==> config.mk <==
export PLATFORM = sky130hd
export DESIGN_NAME = ntp_delay_offset_tracker
export DESIGN_NICKNAME = d
export VERILOG_FILES = /design/src/rtl/ndot_pkg.sv /design/src/rtl/ndot_calc.sv /design/src/rtl/ndot_store.sv /design/src/rtl/ndot_select.sv /design/src/rtl/ntp_delay_offset_tracker.sv
export SDC_FILE = /design/constraint.sdc
export NUM_CORES = 2
export LEC_CHECK = 0
export BUFFER_PORTS_ARGS = -buffer_cell sky130_fd_sc_hd__buf_2
export CORE_UTILIZATION = 60
export CTS_CLUSTER_SIZE = 24
export DETAILED_ROUTE_END_ITERATION = 16
export PLACE_DENSITY = 0.85
export SYNTH_ARGS = -nofsm -noshare
export SYNTH_HDL_FRONTEND = slang
export SYNTH_SLANG_ARGS = --single-unit
==> constraint.sdc <==
create_clock -name clk -period 44.8 [get_ports clk]
set_input_delay 4.48 -clock clk [delete_from_list [all_inputs] [get_ports clk]]
set_output_delay 4.48 -clock clk [all_outputs]
set_load 0.03 [all_outputs]
==> src/rtl/ndot_pkg.sv <==
package ndot_pkg;

	localparam int TS_W          = 64;
	localparam int DISP_W        = 32;
	localparam int IDX_IN_W      = 2;
	localparam int METRIC_W      = TS_W + 1;
	localparam int NUM_SERVERS_D = 4;

	typedef struct packed {
		logic [IDX_IN_W-1:0] server_index;
		logic [TS_W-1:0]     t1_client_send;
		logic [TS_W-1:0]     t4_client_receive;
		logic [TS_W-1:0]     t2_server_receive;
		logic [TS_W-1:0]     t3_server_transmit;
		logic [DISP_W-1:0]   root_dispersion;
	} exch_t;

	typedef struct packed {
		logic signed [TS_W-1:0] round_trip_delay;
		logic signed [TS_W-1:0] clock_offset;
		logic                   new_minimum;
		logic [IDX_IN_W-1:0]    best_server;
		logic                   best_valid;
		logic signed [TS_W-1:0] best_offset;
	} result_t;

endpackage

==> src/rtl/ndot_calc.sv <==
module ndot_calc (
	input  ndot_pkg::exch_t          exch,
	output logic [ndot_pkg::TS_W-1:0] delay,
	output logic [ndot_pkg::TS_W-1:0] offset
);
	import ndot_pkg::*;

	logic [TS_W-1:0] d41;
	logic [TS_W-1:0] d32;
	logic [TS_W-1:0] d21;
	logic [TS_W-1:0] d34;

	assign d41 = exch.t4_client_receive - exch.t1_client_send;
	assign d32 = exch.t3_server_transmit - exch.t2_server_receive;
	assign d21 = exch.t2_server_receive - exch.t1_client_send;
	assign d34 = exch.t3_server_transmit - exch.t4_client_receive;

	assign delay = d41 - d32;

	// floor of the exact 65-bit sum over two
	assign offset = {d21[TS_W-1], d21[TS_W-1:1]} + {d34[TS_W-1], d34[TS_W-1:1]}
		+ {{(TS_W-1){1'b0}}, d21[0] & d34[0]};

endmodule

==> src/rtl/ndot_store.sv <==
module ndot_store #(
	parameter int NUM_SERVERS = ndot_pkg::NUM_SERVERS_D
) (
	input  logic                             clk,
	input  logic                             arst_n,
	input  logic                             update,
	input  logic [ndot_pkg::IDX_IN_W-1:0]    server_index,
	input  logic [ndot_pkg::TS_W-1:0]        delay,
	input  logic [ndot_pkg::TS_W-1:0]        offset,
	input  logic [ndot_pkg::DISP_W-1:0]      root_dispersion,
	output logic                             new_minimum,
	output logic                             entry_valid [NUM_SERVERS],
	output logic [ndot_pkg::METRIC_W-1:0]    entry_metric [NUM_SERVERS],
	output logic [ndot_pkg::TS_W-1:0]        entry_offset [NUM_SERVERS]
);
	import ndot_pkg::*;

	logic [TS_W-1:0]   max_q  [NUM_SERVERS];
	logic [TS_W-1:0]   min_q  [NUM_SERVERS];
	logic [TS_W-1:0]   off_q  [NUM_SERVERS];
	logic [DISP_W-1:0] disp_q [NUM_SERVERS];
	logic              valid_q [NUM_SERVERS];

	logic              cur_valid;
	logic [TS_W-1:0]   cur_max;
	logic [TS_W-1:0]   cur_min;
	logic              in_range;
	logic              take_max;
	logic              take_min;

	assign in_range = 32'(server_index) < NUM_SERVERS;

	always_comb begin
		cur_valid = 1'b0;
		cur_max   = '0;
		cur_min   = '0;
		for (int i = 0; i < NUM_SERVERS; i++) begin
			if (32'(server_index) == i) begin
				cur_valid = valid_q[i];
				cur_max   = max_q[i];
				cur_min   = min_q[i];
			end
		end
	end

	assign take_max    = !cur_valid || ($signed(cur_max) < $signed(delay));
	assign take_min    = !cur_valid || ($signed(delay) < $signed(cur_min));
	assign new_minimum = in_range && take_min;

	always_ff @(posedge clk or negedge arst_n) begin
		if (!arst_n) begin
			for (int i = 0; i < NUM_SERVERS; i++) begin
				valid_q[i] <= 1'b0;
			end
		end else if (update && in_range) begin
			for (int i = 0; i < NUM_SERVERS; i++) begin
				if (32'(server_index) == i) begin
					valid_q[i] <= 1'b1;
				end
			end
		end
	end

	always_ff @(posedge clk) begin
		if (update && in_range) begin
			for (int i = 0; i < NUM_SERVERS; i++) begin
				if (32'(server_index) == i) begin
					disp_q[i] <= root_dispersion;
					if (take_max) begin
						max_q[i] <= delay;
					end
					if (take_min) begin
						min_q[i] <= delay;
						off_q[i] <= offset;
					end
				end
			end
		end
	end

	// spread plus dispersion in 32.32, kept with its carry
	always_comb begin
		for (int i = 0; i < NUM_SERVERS; i++) begin
			entry_valid[i]  = valid_q[i];
			entry_offset[i] = off_q[i];
			entry_metric[i] = {1'b0, max_q[i] - min_q[i]}
				+ {{(METRIC_W-DISP_W-16){1'b0}}, disp_q[i], 16'b0};
		end
	end

endmodule

==> src/rtl/ndot_select.sv <==
module ndot_select #(
	parameter int NUM_SERVERS = ndot_pkg::NUM_SERVERS_D
) (
	input  logic                          entry_valid [NUM_SERVERS],
	input  logic [ndot_pkg::METRIC_W-1:0] entry_metric [NUM_SERVERS],
	input  logic [ndot_pkg::TS_W-1:0]     entry_offset [NUM_SERVERS],
	output logic [ndot_pkg::IDX_IN_W-1:0] best_server,
	output logic                          best_valid,
	output logic [ndot_pkg::TS_W-1:0]     best_offset
);
	import ndot_pkg::*;

	localparam int IDX_W  = $clog2(NUM_SERVERS);
	localparam int LEAVES = 2 ** IDX_W;
	localparam int NODES  = 2 * LEAVES - 1;

	logic                nv [NODES];
	logic [METRIC_W-1:0] nm [NODES];
	logic [IDX_W-1:0]    ni [NODES];
	logic [TS_W-1:0]     no [NODES];

	// binary tree, left child holds the lower indices so ties go left
	always_comb begin
		for (int j = 0; j < LEAVES; j++) begin
			if (j < NUM_SERVERS) begin
				nv[LEAVES-1+j] = entry_valid[j];
				nm[LEAVES-1+j] = entry_metric[j];
				no[LEAVES-1+j] = entry_offset[j];
			end else begin
				nv[LEAVES-1+j] = 1'b0;
				nm[LEAVES-1+j] = '0;
				no[LEAVES-1+j] = '0;
			end
			ni[LEAVES-1+j] = IDX_W'(j);
		end
		for (int k = LEAVES - 2; k >= 0; k--) begin
			if (nv[2*k+1] && (!nv[2*k+2] || nm[2*k+1] <= nm[2*k+2])) begin
				nv[k] = nv[2*k+1];
				nm[k] = nm[2*k+1];
				ni[k] = ni[2*k+1];
				no[k] = no[2*k+1];
			end else begin
				nv[k] = nv[2*k+2];
				nm[k] = nm[2*k+2];
				ni[k] = ni[2*k+2];
				no[k] = no[2*k+2];
			end
		end
	end

	assign best_valid  = nv[0];
	assign best_server = nv[0] ? IDX_IN_W'(ni[0]) : '0;
	assign best_offset = nv[0] ? no[0] : '0;

endmodule

==> src/rtl/ntp_delay_offset_tracker.sv <==
// NTP delay and offset tracker.
// exch channel: one transaction per time-server exchange (server index, four
// 32.32 timestamps, 16.16 root dispersion). result channel: one transaction
// per exchange, in order, with round-trip delay, clock offset, the new-minimum
// flag and the best server with its stored offset.
// Throughput: one exchange per cycle while result_ready is high. There are five
// register stages (input, delay and offset, per-server store update, dispersion
// metrics, best-server result).
// Stalls: a stage holds only while the stage after it is full and held, so
// bubbles collapse and exch_ready drops only once every stage is occupied
// and result_ready is low. Nothing is lost or repeated under a stall.
// Reset: arst_n clears all stage valids and the per-server sample flags;
// no server counts until it has seen an exchange, and the block is ready
// in the first cycle after reset.
module ntp_delay_offset_tracker #(
	parameter int NUM_SERVERS = ndot_pkg::NUM_SERVERS_D
) (
	input  logic              clk,
	input  logic              arst_n,
	input  logic              exch_valid,
	output logic              exch_ready,
	input  ndot_pkg::exch_t   exch,
	output logic              result_valid,
	input  logic              result_ready,
	output ndot_pkg::result_t result
);
	import ndot_pkg::*;

	// stage valids and advance enables
	logic valid_s1, valid_s2, valid_s3, valid_s4, valid_q;
	logic en1, en2, en3, en4, en5;

	// stage payloads
	exch_t               exch_s1;
	logic [IDX_IN_W-1:0] srv_s2;
	logic [TS_W-1:0]     delay_s2, offset_s2;
	logic [DISP_W-1:0]   disp_s2;
	logic [TS_W-1:0]     delay_s3, offset_s3;
	logic                newmin_s3;
	logic [TS_W-1:0]     delay_s4, offset_s4;
	logic                newmin_s4;
	logic                mvalid_s4 [NUM_SERVERS];
	logic [METRIC_W-1:0] metric_s4 [NUM_SERVERS];
	logic [TS_W-1:0]     moff_s4   [NUM_SERVERS];
	result_t             result_q;

	logic [TS_W-1:0]     delay_c, offset_c;
	logic                newmin_c;
	logic                ev_c [NUM_SERVERS];
	logic [METRIC_W-1:0] em_c [NUM_SERVERS];
	logic [TS_W-1:0]     eo_c [NUM_SERVERS];
	logic [IDX_IN_W-1:0] best_server_c;
	logic                best_valid_c;
	logic [TS_W-1:0]     best_offset_c;

	// a stage may load when it is empty or its content moves on
	assign en5 = !valid_q || result_ready;
	assign en4 = !valid_s4 || en5;
	assign en3 = !valid_s3 || en4;
	assign en2 = !valid_s2 || en3;
	assign en1 = !valid_s1 || en2;
	assign exch_ready = en1;

	always_ff @(posedge clk or negedge arst_n) begin
		if (!arst_n) begin
			valid_s1 <= 1'b0;
			valid_s2 <= 1'b0;
			valid_s3 <= 1'b0;
			valid_s4 <= 1'b0;
			valid_q  <= 1'b0;
		end else begin
			if (en1) valid_s1 <= exch_valid;
			if (en2) valid_s2 <= valid_s1;
			if (en3) valid_s3 <= valid_s2;
			if (en4) valid_s4 <= valid_s3;
			if (en5) valid_q  <= valid_s4;
		end
	end

	// stage 1 -> 2: delay and offset of the exchange
	ndot_calc u_calc (
		.exch   (exch_s1),
		.delay  (delay_c),
		.offset (offset_c)
	);

	// stage 2 -> 3: update the server entry as the transaction enters stage 3;
	// stage 3 -> 4: metrics read while it leaves, so they include its update
	ndot_store #(
		.NUM_SERVERS (NUM_SERVERS)
	) u_store (
		.clk             (clk),
		.arst_n          (arst_n),
		.update          (valid_s2 && en3),
		.server_index    (srv_s2),
		.delay           (delay_s2),
		.offset          (offset_s2),
		.root_dispersion (disp_s2),
		.new_minimum     (newmin_c),
		.entry_valid     (ev_c),
		.entry_metric    (em_c),
		.entry_offset    (eo_c)
	);

	// stage 4 -> result: pick the least metric
	ndot_select #(
		.NUM_SERVERS (NUM_SERVERS)
	) u_select (
		.entry_valid  (mvalid_s4),
		.entry_metric (metric_s4),
		.entry_offset (moff_s4),
		.best_server  (best_server_c),
		.best_valid   (best_valid_c),
		.best_offset  (best_offset_c)
	);

	always_ff @(posedge clk) begin
		if (en1 && exch_valid) begin
			exch_s1 <= exch;
		end
		if (en2 && valid_s1) begin
			srv_s2    <= exch_s1.server_index;
			disp_s2   <= exch_s1.root_dispersion;
			delay_s2  <= delay_c;
			offset_s2 <= offset_c;
		end
		if (en3 && valid_s2) begin
			delay_s3  <= delay_s2;
			offset_s3 <= offset_s2;
			newmin_s3 <= newmin_c;
		end
		if (en4 && valid_s3) begin
			delay_s4  <= delay_s3;
			offset_s4 <= offset_s3;
			newmin_s4 <= newmin_s3;
			for (int i = 0; i < NUM_SERVERS; i++) begin
				mvalid_s4[i] <= ev_c[i];
				metric_s4[i] <= em_c[i];
				moff_s4[i]   <= eo_c[i];
			end
		end
		if (en5 && valid_s4) begin
			result_q.round_trip_delay <= delay_s4;
			result_q.clock_offset     <= offset_s4;
			result_q.new_minimum      <= newmin_s4;
			result_q.best_server      <= best_server_c;
			result_q.best_valid       <= best_valid_c;
			result_q.best_offset      <= best_offset_c;
		end
	end

	assign result_valid = valid_q;
	assign result       = result_q;

endmodule

## After elaboration in Yosys (flattened, before gate mapping)

Memory sizes are Yosys's and may differ from the RTL's. A register that Yosys moved wholly into a read port is not among the register bits.
Index checks and enable logic that the tools add are counted.

| word-level totals | value |
|---|---|
| flip-flop bits (word level) | 1179 |
| bits in writable memories | 896 |
| input port bits | 294 |
| output and inout bits | 198 |
| logic and storage cells | 208 |
| memories kept | 4 |

Memories:

| name | depth | width | rd ports | clocked after memory_dff | wr ports | line | text |
|---|---|---|---|---|---|---|---|
| u_store.max_q | 4 | 64 | 4 | 0 | 1 | ndot_store.sv:18 | `logic [TS_W-1:0] max_q [NUM_SERVERS];` |
| u_store.min_q | 4 | 64 | 4 | 0 | 1 | ndot_store.sv:19 | `logic [TS_W-1:0] min_q [NUM_SERVERS];` |
| u_store.off_q | 4 | 64 | 4 | 4 | 1 | ndot_store.sv:20 | `logic [TS_W-1:0] off_q [NUM_SERVERS];` |
| u_store.disp_q | 4 | 32 | 4 | 0 | 1 | ndot_store.sv:21 | `logic [DISP_W-1:0] disp_q [NUM_SERVERS];` |

| operators by class | value |
|---|---|
| $add $sub $neg | 15 |
| magnitude comparators | 5 |
| equality and inequality tests | 3 |
| multiplexer cells | 97 |
| bitwise logic cells | 1 |
| reductions and logical operators | 44 |

Operators with widths:

| kind | number |
|---|---|
| 64-bit two-way mux | 20 |
| 64-bit OR reduction | 9 |
| 64-bit subtractor | 9 |
| 64-bit by 48-bit adder with 65-bit output | 4 |
| 65-bit less-or-equal comparator | 3 |
| 65-bit two-way mux | 2 |
| 64-bit less-than comparator | 2 |
| 32-bit two-way mux | 3 |
| 32-bit OR reduction | 3 |
| 63-bit by 63-bit adder with 64-bit output | 1 |
| 64-bit by 1-bit adder with 64-bit output | 1 |
| 1-bit two-way mux | 59 |
| 2-bit two-way mux | 13 |
| 1-bit logical OR | 10 |
| 1-bit logical NOT | 9 |
| 1-bit logical AND | 8 |
| 2-bit AND reduction | 4 |
| 2-bit == test (second input constant) | 2 |
| 2-bit by 1-bit == test with 1-bit output (second input constant) | 1 |
| 2-bit logical NOT | 1 |
| 1-bit bitwise AND | 1 |

## Logic depth before layout (Yosys ltp)

| logic depth | value |
|---|---|
| word-level depth | 15 |
| mapped depth | 33 |
| mapped depth without buffers | 29 |

## Cells and area by module

From an unflattened synthesis, not the netlist that was laid out.

| second synthesis, totals | value |
|---|---|
| cells, all modules | 10186 |
| area total of the unflattened synthesis | 126446.3 um^2 |

By module, submodules not included:

| module | instances | cells each | area each (um^2) | sequential area each (um^2) |
|---|---|---|---|---|
| ndot_store | 1 | 5159 | 57352.5 | 27005.9 |
| ntp_delay_offset_tracker | 1 | 1447 | 43057.5 | 42946.2 |
| ndot_calc | 1 | 2504 | 18157.4 | 0.0 |
| ndot_select | 1 | 1076 | 7878.8 | 0.0 |

## Least setup slack after synthesis

No wires, ideal clock.

| timing | value |
|---|---|
| path kind | input port to flip-flop |
| from | in result_ready |
| to | reg delay_s4[0], enable pin |
| arrival time | 19.157 ns |
| required time | 43.701 ns |
| setup slack | 24.544 ns |
| stages on the path | 3 |
| buffers on the path | 0 |
| cells stage by stage | nor2b_1 > nand2_1 > and2_1 |

| on the way | value |
|---|---|
| word-level cells in the longest chain between the ends | 3 |

RTL lines:

| element | line | text |
|---|---|---|
| start, declared | ntp_delay_offset_tracker.sv:24 | `input logic result_ready,` |
| 1-bit logical OR | ntp_delay_offset_tracker.sv:57 | `assign en5 = !valid_q \|\| result_ready;` |
| 1-bit logical OR | ntp_delay_offset_tracker.sv:58 | `assign en4 = !valid_s4 \|\| en5;` |
| 1-bit logical AND | ntp_delay_offset_tracker.sv:132 | `if (en4 && valid_s3) begin` |
| end signal, assigned | ntp_delay_offset_tracker.sv:133 | `delay_s4 <= delay_s3;` |
| end, declared | ntp_delay_offset_tracker.sv:40 | `logic [TS_W-1:0] delay_s4, offset_s4;` |

No other way between the ends.
A chain may end at the register's enable or synchronous reset.

## Worst setup path after layout

| timing | value |
|---|---|
| from | in result_ready |
| to | out exch_ready |

| on the way | value |
|---|---|
| word-level cells in the longest chain between the ends | 5 |

RTL lines:

| element | line | text |
|---|---|---|
| 1-bit logical OR | ntp_delay_offset_tracker.sv:57 |  |
| 1-bit logical OR | ntp_delay_offset_tracker.sv:58 |  |
| 1-bit logical OR | ntp_delay_offset_tracker.sv:59 | `assign en3 = !valid_s3 \|\| en4;` |
| 1-bit logical OR | ntp_delay_offset_tracker.sv:60 | `assign en2 = !valid_s2 \|\| en3;` |
| 1-bit logical OR | ntp_delay_offset_tracker.sv:61 | `assign en1 = !valid_s1 \|\| en2;` |
| end, declared | ntp_delay_offset_tracker.sv:21 | `output logic exch_ready,` |

No other way between the ends.

==> impl_metrics.py <==
metrics = {
    "die": {
        "dieArea_mm2": 0.2101,
        "core_mm2": 0.2071,
        "ios": 492,
        "rows": 167,
        "start_util_pct": 60.35,
        "dieHeight_um": 458.4,
        "die_x_um": 458.4,
    },
    "power_and_ir_drop": {
        "powerDensity_mw_per_mm2": 66.95,
        "p_leak_uw": 0.05613,
        "fin_total_pwr_uw": 9250,
        "ir_worst_vdd_v": 0.00005544,
    },
    "logic_synthesis": {
        "synth_seq_cells": 2331,
        "synth_area_leaders": "edfxtp_1 56%, ha_1 9.5%, a21o_1 3.3%",
        "syn_area_per_cell_um2": 12.62,
        "synthesis.area_mm2": 0.1250,
        "synth_cells": 9899,
        "synthMuxAreaShare_pct": 3.666,
        "syn_nets": 11280,
        "yosysSeqAreaShare_pct": 55.97,
        "synth_ff_type": "edfxtp_1",
        "async_flop_share_pct": 0.3861,
        "synthSimpleGateAreaFrac_pct": 7.622,
        "synth_most_common_cell": "edfxtp_1",
        "synth_top_family_by_area": "compound AO/OA/AOI/OAI gates",
        "synthAdderAreaFrac_pct": 11.75,
        "synth_compound_area_share_pct": 13.04,
        "yosysTopAreaCell": "edfxtp_1",
        "synthXorXnorAreaFrac_pct": 4.435,
        "synth_cell_type_count": 108,
        "synth-edff-count": 2322,
        "synth_commonest_cells": "2,322 x edfxtp_1, 953 x ha_1, 923 x inv_1, 745 x a21oi_1, 547 x a21o_1",
        "yosysWarnings": 0,
        "synth_top_area_share_pct": 55.79,
    },
    "placed_design": {
        "place.gp.congestion": 1.058,
        "hpwl_mm": 274.3,
        "dp_cells": 13010,
        "post_dp_cell_area_mm2": 0.1307,
        "portBuffers": 491,
    },
    "timing": {
        "setup_viol": 0,
        "slew_violations": 0,
        "fmax_mhz": 99.04,
        "max_slew_margin_pct": 19.74,
        "fin_tns_setup_ns": 0,
        "rsz0062_at_grt": "no",
        "worst_pin_slew_ns": 1.204,
        "finClkSkew_ns": 0.1238,
        "holdWs_ns": 0.3431,
        "hold_viol": 0,
        "fin_crit_ns": 10.10,
        "finalCritPeriodShare_pct": 22.54,
    },
    "clocking": {
        "clk_latency_ns": 0.96,
        "hold_buffers": 0,
        "cts_buffers": 221,
        "ctsResizeCount": 0,
        "clkSlewWorstSetupHoldPaths_ns": 0.06,
        "clock_path_buffers": 3,
        "cts_tree": "done",
        "htree_levels": 4,
        "cts.sinks": 2331,
        "cts_root_buf": "clkbuf_16",
        "postCtsSetupBuffers": 0,
    },
    "hold_path": {
        "worst_hold_path_type": "reg -> reg",
    },
    "route": {
        "totalWireLength_mm": 370.7,
        "drc_errors": 0,
        "drt_pass1_iterations": 7,
        "drtAntennaViolNets": 0,
        "drtIter0Drc": 11150,
        "via_per_inst": 6.482,
        "dr_total_vias": 86980,
        "wl_per_cell_um": 27.63,
    },
    "cells_and_area": {
        "design_area_mm2": 0.1382,
        "fillerInstances": 14040,
        "final_nets": 11830,
        "drive_gt1_share_pct": 10.92,
        "instances_no_fill": 13420,
        "area_delta_synth_final_pct": 10.56,
    },
    "global_route": {
        "grt_pass1_vias": 84620,
        "overflow": 0,
        "antenna_found_initial": 16,
        "grt_pass1_wl_mm": 536.0,
        "grt_max_degree": 132,
        "grt_use_total_pct": 34.71,
    },
    "critical_path": {
        "worstSetupStartpointType": "input pin",
        "cp_max_fo": 4,
        "cp_slowest_cell": "nor2b_1",
        "cp_data_required_time_ns": 40.32,
        "crit_arrival_ns": 5.62,
        "worstSetupEndpointType": "output port",
        "cpPeakStageDelay_ns": 0.34,
        "path_cells": "buf_2 > nor2b_1 > nand3_1 > inv_1 > nand3_1 > buf_2",
        "crit_type": "in -> out",
    },
    "job": {
        "max-cap-violations": 0,
    },
    "outcome": {
        "status": "finished, final reports clean",
    },
}
[layer usage]
layer | vias up | GRT usage (%) | part of all wire [%]
met5 | - | 0 | 0.0070
met4 | 4 | 18.42 | 6.2
met3 | 1011 | 6.275 | 11
met2 | 5784 | 54.64 | 45
met1 | 42040 | 46.09 | 38
li1 | 38140 | - | -
[state kept, by name (all words and copies together) (netlist names), 128 cells and up]
name            flops
exch_s1           290
metric_s4         260
moff_s4           256
result            196
u_store.disp_q    128
u_store.max_q     256
u_store.min_q     256
u_store.off_q     256
[path summary, 6_finish.rpt]
kind / startpoint / to / slack (ns) / cells after the start
min in group asynchronous: arst_n / valid_s2 / 3.40 / 1
hold reg to reg: offset_s3[14] / offset_s4[14] / 0.34 / 0
max in group asynchronous: arst_n / u_store.entry_valid[0] / 41.07 / 1
setup reg to reg: metric_s4[245] / result[11] / 36.05 / 29
setup / recovery: result_ready / exch_ready / 34.70 / 6
hold / removal: offset_s3[14] / offset_s4[14] / 0.34 / 0
[power by group]
part           switching, uW  leakage [uW]  internal (uW)
clock                    855       0.00361           1080
sequential               435        0.0221           3210
combinational           2350        0.0304           1320
total                   3640        0.0561           5610
[through the flow]
stage	worst slack [ns]	util (%)
after floorplan	24.54	-
after global placement	34.85	63.10
after detailed placement	34.79	63.10
after CTS	34.74	66.72
after global routing	34.69	66.72
final	34.70	66.73
[critical path, delay by kind of cell]
family / cells / cell delay (ns)
and+or+nand+nor: 3 / 0.69
buffers and inverters: 3 / 0.44
[area by class of cell]
type | instances | area, um^2 | area share, %
Clock inverter | 140 | 1730 | 1.252
Antenna cell | 4 | 10.01 | 0.007244
Sequential cell | 2331 | 69950 | 50.63
Inverter | 924 | 3473 | 2.514
Tap cell | 2788 | 3488 | 2.525
Timing Repair Buffer | 555 | 2975 | 2.153
Clock buffer | 270 | 5776 | 4.180
Multi-Input combinational cell | 6407 | 50770 | 36.74
[cell usage in the layout (no fill, tap or decap), types with 217 or more instances in the layout]
cell	instances
a21o_1	547
a21oi_1	745
buf_2	491
clkbuf_16	222
edfxtp_1	2322
ha_1	953
inv_1	922
nand2_1	479
nor2_1	401
o21ai_0	445
xnor2_1	409
xor2_1	217
[kinds of logic after synthesis]
| group | count (synthesis) |
|---|---|
| buf+inv | 1161 |
| mux | 291 |
| xor+xnor | 629 |
| simple gates | 1886 |
| compound gates | 2510 |
| flops | 2331 |
| fa+ha+maj | 1091 |
Note: power is estimated with default switching activity, not from simulation.
